$ cat src/sv/lkvc_pkg.sv
`default_nettype none

package lkvc_pkg;

    // Built number of entries.
    localparam int DEPTH = 16;

    // Entry index and rank width, and the width of a count from 0 to DEPTH.
    localparam int IDX_W = (DEPTH > 1) ? $clog2(DEPTH) : 1;
    localparam int CNT_W = $clog2(DEPTH + 1);

    // Width of the capacity register.
    localparam int CAP_W = 5;

    // Command codes.
    localparam logic CMD_GET = 1'b0;
    localparam logic CMD_SET = 1'b1;

    typedef struct packed {
        logic               command;
        logic signed [31:0] key;
        logic signed [31:0] value;
    } cmd_item_t;

    typedef struct packed {
        logic               found;
        logic signed [31:0] read_value;
    } result_t;

endpackage

`default_nettype wire

$ cat src/sv/lru_key_value_cache.sv
`default_nettype none

// Fully associative key-value cache with least-recently-used replacement.
// Each request beat is a get or a set; each one yields exactly one response
// beat. A get hit returns the stored value with found set and makes the
// entry the most recent one; a get miss returns found clear and zero. A set
// on a present key replaces its value, returns found set and makes it most
// recent; otherwise it inserts the pair, taking a free slot while the
// occupied count is below the capacity and the least recent entry after
// that. A set always returns a read value of zero, and with a capacity of
// zero a set is ignored. The capacity register resets to 16, and the
// capacity in effect saturates at the built depth; lowering it drops no
// entries. It may only be written while no request is in flight. A request
// beat is captured first; then all keys are compared in parallel and the
// recency ranks, the key registers and the value memory are updated
// together. The response is then registered from the value memory read
// port, overlapping with the capture of the next request, so the block can
// take a new request before the previous response has left, as long as
// responses are taken. There is no clearing pass after reset.
module lru_key_value_cache (
    input  wire                       clk,
    input  wire                       rst_n,
    input  wire                       req_valid,
    output logic                      req_stall,
    input  wire lkvc_pkg::cmd_item_t  req,
    output logic                      rsp_valid,
    input  wire                       rsp_stall,
    output lkvc_pkg::result_t         rsp,
    input  wire                       cfg_valid,
    output logic                      cfg_ready,
    input  wire [lkvc_pkg::CAP_W-1:0] cfg_capacity
);

    import lkvc_pkg::*;

    localparam logic [1:0] ST_IDLE = 2'd0;
    localparam logic [1:0] ST_LOOK = 2'd1;
    localparam logic [1:0] ST_RESP = 2'd2;

    logic [1:0]       state_reg, state_next;
    cmd_item_t        item_reg;
    logic [CAP_W-1:0] capacity_reg;
    logic [CNT_W-1:0] count_reg, count_next;
    logic [IDX_W-1:0] rank_reg [DEPTH];
    logic [31:0]      keys_reg [DEPTH];
    logic [31:0]      values_mem [DEPTH];
    logic [31:0]      rdata_reg;
    logic             found_reg;
    logic             get_reg;
    logic             rsp_valid_reg;
    result_t          rsp_reg;

    logic             req_accept;
    logic             rsp_load;
    logic [DEPTH-1:0] valid_vec;
    logic [DEPTH-1:0] hit_vec;
    logic             hit;
    logic [IDX_W-1:0] hit_idx;
    logic [IDX_W-1:0] victim_idx;
    logic [CNT_W-1:0] cap_eff;
    logic             is_get;
    logic             do_set;
    logic             do_update;
    logic             do_insert;
    logic             do_evict;
    logic             do_rank;
    logic [IDX_W-1:0] target_idx;
    logic [CNT_W-1:0] threshold;

    assign cfg_ready = 1'b1;
    assign rsp_valid = rsp_valid_reg;
    assign rsp       = rsp_reg;

    // A new request may be captured while the previous response is being
    // registered, as long as the response register is free or drains now.
    assign req_stall  = (state_reg == ST_LOOK) ||
                        (state_reg == ST_RESP && rsp_valid_reg && rsp_stall);
    assign req_accept = req_valid && !req_stall;
    assign rsp_load   = (state_reg == ST_RESP) && (!rsp_valid_reg || !rsp_stall);

    // Effective capacity saturates at the built depth.
    always_comb
    begin
        if (32'(capacity_reg) > 32'(DEPTH))
        begin
            cap_eff = CNT_W'(DEPTH);
        end
        else
        begin
            cap_eff = CNT_W'(capacity_reg);
        end
    end

    // Parallel key compare over the occupied entries, and the search for
    // the least recent entry. Keys are unique, so at most one entry hits.
    always_comb
    begin
        hit_idx    = '0;
        victim_idx = '0;
        for (int i = 0; i < DEPTH; i++)
        begin
            valid_vec[i] = CNT_W'(i) < count_reg;
            hit_vec[i]   = valid_vec[i] && (keys_reg[i] == item_reg.key);
            if (valid_vec[i] && CNT_W'(rank_reg[i]) == count_reg - CNT_W'(1))
            begin
                victim_idx = IDX_W'(i);
            end
        end
        for (int i = DEPTH - 1; i >= 0; i--)
        begin
            if (hit_vec[i])
            begin
                hit_idx = IDX_W'(i);
            end
        end
    end

    assign hit       = |hit_vec;
    assign is_get    = item_reg.command == CMD_GET;
    assign do_set    = (state_reg == ST_LOOK) && !is_get && (cap_eff != '0);
    assign do_update = do_set && hit;
    assign do_insert = do_set && !hit && (count_reg < cap_eff);
    assign do_evict  = do_set && !hit && !(count_reg < cap_eff);
    assign do_rank   = ((state_reg == ST_LOOK) && is_get && hit) || do_set;

    // Every rank below the threshold ages by one and the target becomes the
    // most recent. A fresh insert ages all occupied entries.
    always_comb
    begin
        target_idx = hit_idx;
        threshold  = CNT_W'(rank_reg[hit_idx]);
        count_next = count_reg;
        if (do_insert)
        begin
            target_idx = count_reg[IDX_W-1:0];
            threshold  = count_reg;
            count_next = count_reg + CNT_W'(1);
        end
        else if (do_evict)
        begin
            target_idx = victim_idx;
            threshold  = count_reg - CNT_W'(1);
        end
    end

    always_comb
    begin
        state_next = state_reg;
        unique case (state_reg)
            ST_IDLE:
            begin
                if (req_accept)
                begin
                    state_next = ST_LOOK;
                end
            end
            ST_LOOK:
            begin
                state_next = ST_RESP;
            end
            ST_RESP:
            begin
                if (rsp_load)
                begin
                    state_next = req_accept ? ST_LOOK : ST_IDLE;
                end
            end
            default:
            begin
                state_next = ST_IDLE;
            end
        endcase
    end

    always_ff @(posedge clk or negedge rst_n)
    begin
        if (!rst_n)
        begin
            state_reg     <= ST_IDLE;
            capacity_reg  <= CAP_W'(16);
            count_reg     <= '0;
            rsp_valid_reg <= 1'b0;
            for (int i = 0; i < DEPTH; i++)
            begin
                rank_reg[i] <= '0;
            end
        end
        else
        begin
            state_reg <= state_next;
            count_reg <= count_next;
            if (cfg_valid && cfg_ready)
            begin
                capacity_reg <= cfg_capacity;
            end
            if (rsp_load)
            begin
                rsp_valid_reg <= 1'b1;
            end
            else if (!rsp_stall)
            begin
                rsp_valid_reg <= 1'b0;
            end
            if (do_rank)
            begin
                for (int i = 0; i < DEPTH; i++)
                begin
                    if (IDX_W'(i) == target_idx)
                    begin
                        rank_reg[i] <= '0;
                    end
                    else if (valid_vec[i] && CNT_W'(rank_reg[i]) < threshold)
                    begin
                        rank_reg[i] <= rank_reg[i] + IDX_W'(1);
                    end
                end
            end
        end
    end

    // Payload registers, key registers and the value memory.
    always_ff @(posedge clk)
    begin
        if (req_accept)
        begin
            item_reg <= req;
        end
        if (state_reg == ST_LOOK)
        begin
            found_reg <= hit && (is_get || cap_eff != '0);
            get_reg   <= is_get;
            if (is_get)
            begin
                rdata_reg <= values_mem[hit_idx];
            end
        end
        if (do_set)
        begin
            values_mem[target_idx] <= item_reg.value;
        end
        if (do_insert || do_evict)
        begin
            keys_reg[target_idx] <= item_reg.key;
        end
        if (rsp_load)
        begin
            rsp_reg.found      <= found_reg;
            rsp_reg.read_value <= (get_reg && found_reg) ? rdata_reg : '0;
        end
    end

    // The occupied count never exceeds the built depth.
    assert property (@(posedge clk) disable iff (!rst_n)
        32'(count_reg) <= 32'(DEPTH))
    else $error("occupied count exceeds depth");

    // Keys stay unique, so a lookup hits at most one entry.
    assert property (@(posedge clk) disable iff (!rst_n)
        state_reg == ST_LOOK |-> $onehot0(hit_vec))
    else $error("key stored in more than one entry");

    // A held response keeps the block waiting with its result.
    assert property (@(posedge clk) disable iff (!rst_n)
        (state_reg == ST_RESP && rsp_valid_reg && rsp_stall) |=> state_reg == ST_RESP)
    else $error("result lost while response stalled");

    // The count grows only through an insert into a free slot.
    assert property (@(posedge clk) disable iff (!rst_n)
        (count_reg != $past(count_reg)) |-> ($past(do_insert) && $past(rst_n)))
    else $error("occupied count changed without insert");

endmodule

`default_nettype wire

$ cat config.mk
export PLATFORM = sky130hd
export DESIGN_NAME = lru_key_value_cache
export DESIGN_NICKNAME = d
export VERILOG_FILES = /design/src/sv/lkvc_pkg.sv /design/src/sv/lru_key_value_cache.sv
export SDC_FILE = /design/constraint.sdc
export NUM_CORES = 2
export LEC_CHECK = 0
export BUFFER_PORTS_ARGS = -buffer_cell sky130_fd_sc_hd__buf_2
export CAP_MARGIN = 30
export CORE_AREA = 5 5 319 321
export CTS_CLUSTER_DIAMETER = 100
export DETAILED_ROUTE_END_ITERATION = 7
export DIE_AREA = 0 0 324 326
export PLACE_DENSITY = 0.81
export SYNTH_ARGS = -nofsm -noshare
export SYNTH_HDL_FRONTEND = slang
export SYNTH_SLANG_ARGS = --single-unit
$ cat constraint.sdc
create_clock -name clk -period 6.3 [get_ports clk]
set_input_delay 0.945 -clock clk [delete_from_list [all_inputs] [get_ports clk]]
set_output_delay 0.945 -clock clk [all_outputs]
set_load 0.01 [all_outputs]
==> qor.yml <==
dieHeight_um: 326
drcViolationCount: 0
coreArea_um2: 99000
netlist_instances: 3830
cp.arrival_ns: 6.63
overflow: 0
yosys.area.top_type: "edfxtp_1"
power_density_nw_per_um2: 300
rr_worst_depth: 22
synth_fp_nets: 3976
setup_viol: 0
cts_root_buf: "clkbuf_16"
grt_pass1_wl_um: 218000
post-place-cells: 5224
yosysSeqAreaShare: 0.660
io_buffers: 109
setup_slack_ns: 0.304
ys.flop_type: "edfxtp_1"
diodes: 0
startpoint: "item_reg[61]"
layout-drive-gt1-share: 0.168
synth.avg_cell_area_um2: 14.5
gp_congestion: 0.959
htree_levels: 3
finalWirelength_um: 147000
syn_area_um2: 55500
slew_viol_final: 0
ff2ff_setup_slack_ns: 0.30
status: "finished, final reports clean"
wire_per_inst_um: 26.9
grt_antenna_before_repair: 5
cp_max_fo: 11
ios: 111
critPathKind: "flip-flop to flip-flop"
timing.rr.end: "rank_reg[54]"
power.ir.vdd_worst_mv: 0.374
clkLatencyLatePin_ns: 0.74
crit-reg2reg-launch: "item_reg[61]"
finClkSkew_ns: 0.0699
p_leak_nw: 20.9
synth_edf_count: 1156
synthToLayoutAreaGrowth_pct: 13.4
async_reset_ff_frac: 0.0624
period_share: 0.952
hold_viol: 0
synth.distinct_cells: 88
vias: 35100
ys_ff_latch: 1233
fmax_ghz: 0.167
fin_nets: 4218
netlist.area_leader.share: 0.625
critical_path.slowest_cell: "o2111ai_1"
grt_setup_unrepaired: "false"
hold_buffers: 0
drtAntennaViolNets: 0
via_per_inst: 6.42
fillers: 6834
synthTopCellsByArea: "edfxtp_1 62%, xor2_1 4.7%, xnor2_1 4.3%"
pre_cts_ws_ns: 0.147
synthTopCellsByCount: "1156 x edfxtp_1, 296 x xor2_1, 274 x xnor2_1, 201 x nor2_1, 161 x nand2_1"
clock_sinks: 1233
cp.required_ns: 6.93
cap_violations: 0
cts.path.max_buffers: 3
grt_max_degree: 139
cp-start-kind: "flip-flop"
floorplan.initialDensity: 0.561
clk_pin_slew_ns: 0.06
first_global_vias: 34900
crit_path_frequent_cell: "buf_4"
drt_iter0_markers: 4277
dp_hpwl_um: 89800
worstHoldPathType: "input port to asynchronous set/reset pin"
die_area_um2: 106000
rows: 116
ys.warnings.count: 0
tightest_slew_ns: 0.986
slew_headroom: 0.343
cts_buffers: 120
endpoint_kind: "flip-flop"
tns_ns: 0
crit_chain: "buf_4, buf_4, xnor2_1, nor4bb_1, nand4_1, nor3_1, a211oi_1, o2111ai_1, a21oi_1, a21oi_1, mux2i_1, mux2i_1, nand2_1, a31oi_2, buf_4, ha_1, and3_1, a221oi_1, o21bai_1, a41o_1, or4b_1, nand3_1"
max_stage_delay_ns: 0.60
layoutNonFillerInstCount: 5464
cts_tree: "yes"
period_needed_ns: 6.00
fin_util: 0.636
die_x_um: 324
gr-usage-all-layers: 0.272
first_pass_iters: 8
synth_most_common_cell: "edfxtp_1"
report_power, final:
part | leakage, nW | internal (mW) | switching, mW
clock | 1.87 | 3.96 | 3.08
sequential | 11.5 | 9.19 | 0.217
combinational | 7.50 | 0.941 | 1.54
total | 20.9 | 14.1 | 4.83
stage by stage:
step	hold WS, ns	total power [mW]	cell area [um^2]
2_1_floorplan	0.421	11.0	55600
3_3_place_gp	0.438	11.9	58800
3_5_place_dp	0.470	12.0	58900
4_1_cts	0.0171	18.9	62700
5_1_grt	0.0341	19.5	63000
6_report	0.0567	18.9	63000
placed cells by master, fill, tap and decap left out, types with 15 or more instances in the layout:
master / netlist / layout
a21o_1: 24 / 24
a22o_1: 19 / 19
and2_1: 15 / 15
mux2_2: 152 / 152
nor4b_1: 21 / 21
mux2i_1: 143 / 143
clkbuf_16: 0 / 123
a21oi_1: 69 / 66
nand2b_1: 16 / 16
edfxtp_1: 1156 / 1156
nor2_1: 201 / 173
nand3_1: 61 / 59
nand2_1: 161 / 160
ha_1: 71 / 71
a31oi_1: 36 / 33
buf_2: 70 / 108
nor4_1: 117 / 116
a221oi_1: 16 / 16
inv_1: 29 / 29
buf_4: 17 / 167
xnor2_1: 274 / 274
o21ai_0: 68 / 66
nor3_1: 55 / 48
a211oi_1: 73 / 72
nor2_4: 0 / 15
or4_1: 18 / 18
o211ai_1: 83 / 83
a211o_1: 17 / 17
and3_1: 64 / 64
xnor3_1: 15 / 15
clkbuf_1: 84 / 35
clkinv_1: 1 / 21
clkinv_2: 0 / 15
buf_12: 0 / 36
nand4_1: 129 / 129
or3_1: 15 / 15
dfrtp_1: 76 / 76
xor2_1: 296 / 296
area by class of cell:
class	count	area, um^2	share of cell area
multi-input combinational	2374	18200	0.288
timing repair buffer	313	2570	0.0408
clock inverter	55	609	0.00968
tap	1298	1620	0.0258
inverter	30	113	0.00179
sequential	1233	36600	0.582
clock buffer	161	3250	0.0516
logic make-up (layout without fill, tap and decap cells):
| logic type | after synthesis | in the layout | synth area share |
|---|---|---|---|
| other cells | 1 | 1 | 0.0000675 |
| mux | 296 | 296 | 0.0570 |
| simple gates | 940 | 940 | 0.0910 |
| flops | 1233 | 1233 | 0.660 |
| compound gates | 479 | 480 | 0.0608 |
| xor+xnor | 586 | 586 | 0.0964 |
| fa+ha+maj | 71 | 71 | 0.0160 |
| buf+inv | 224 | 559 | 0.0191 |
critical path, delay by kind of cell (launching register included):
kind	cells	cell delay, ns
buf+inv	3	0.63
flops	1	0.52
mux	2	0.31
simple gates	7	1.91
compound gates	8	2.03
xor+xnor	1	0.21
fa+ha+maj	1	0.28
worst max-delay path by stage:
| stage | to | slack, ns |
|---|---|---|
| after floorplan | keys_reg[6][0] | -0.02 |
| after global placement | rank_reg[54] | 0.32 |
| after detailed placement | rank_reg[41] | 0.15 |
| after CTS | rank_reg[41] | 0.04 |
| after global routing | rank_reg[25] | 0.01 |
| final | rank_reg[54] | 0.30 |
routing by layer:
| metal | vias up | share of wire | track usage |
|---|---|---|---|
| met4 | 6 | 0.045 | 0.108 |
| met5 | - | 0.00024 | 0 |
| met1 | 17400 | 0.38 | 0.373 |
| li1 | 15200 | - | - |
| met3 | 434 | 0.10 | 0.0499 |
| met2 | 2057 | 0.47 | 0.437 |
timing repair:
item / CTS / global route
buffers inserted: 0 / 22
resized for setup: 0 / 7
setup endpoints to repair: 0 / 44
hold endpoints to repair: 0 / 0
(Power assumes the default switching activity.)
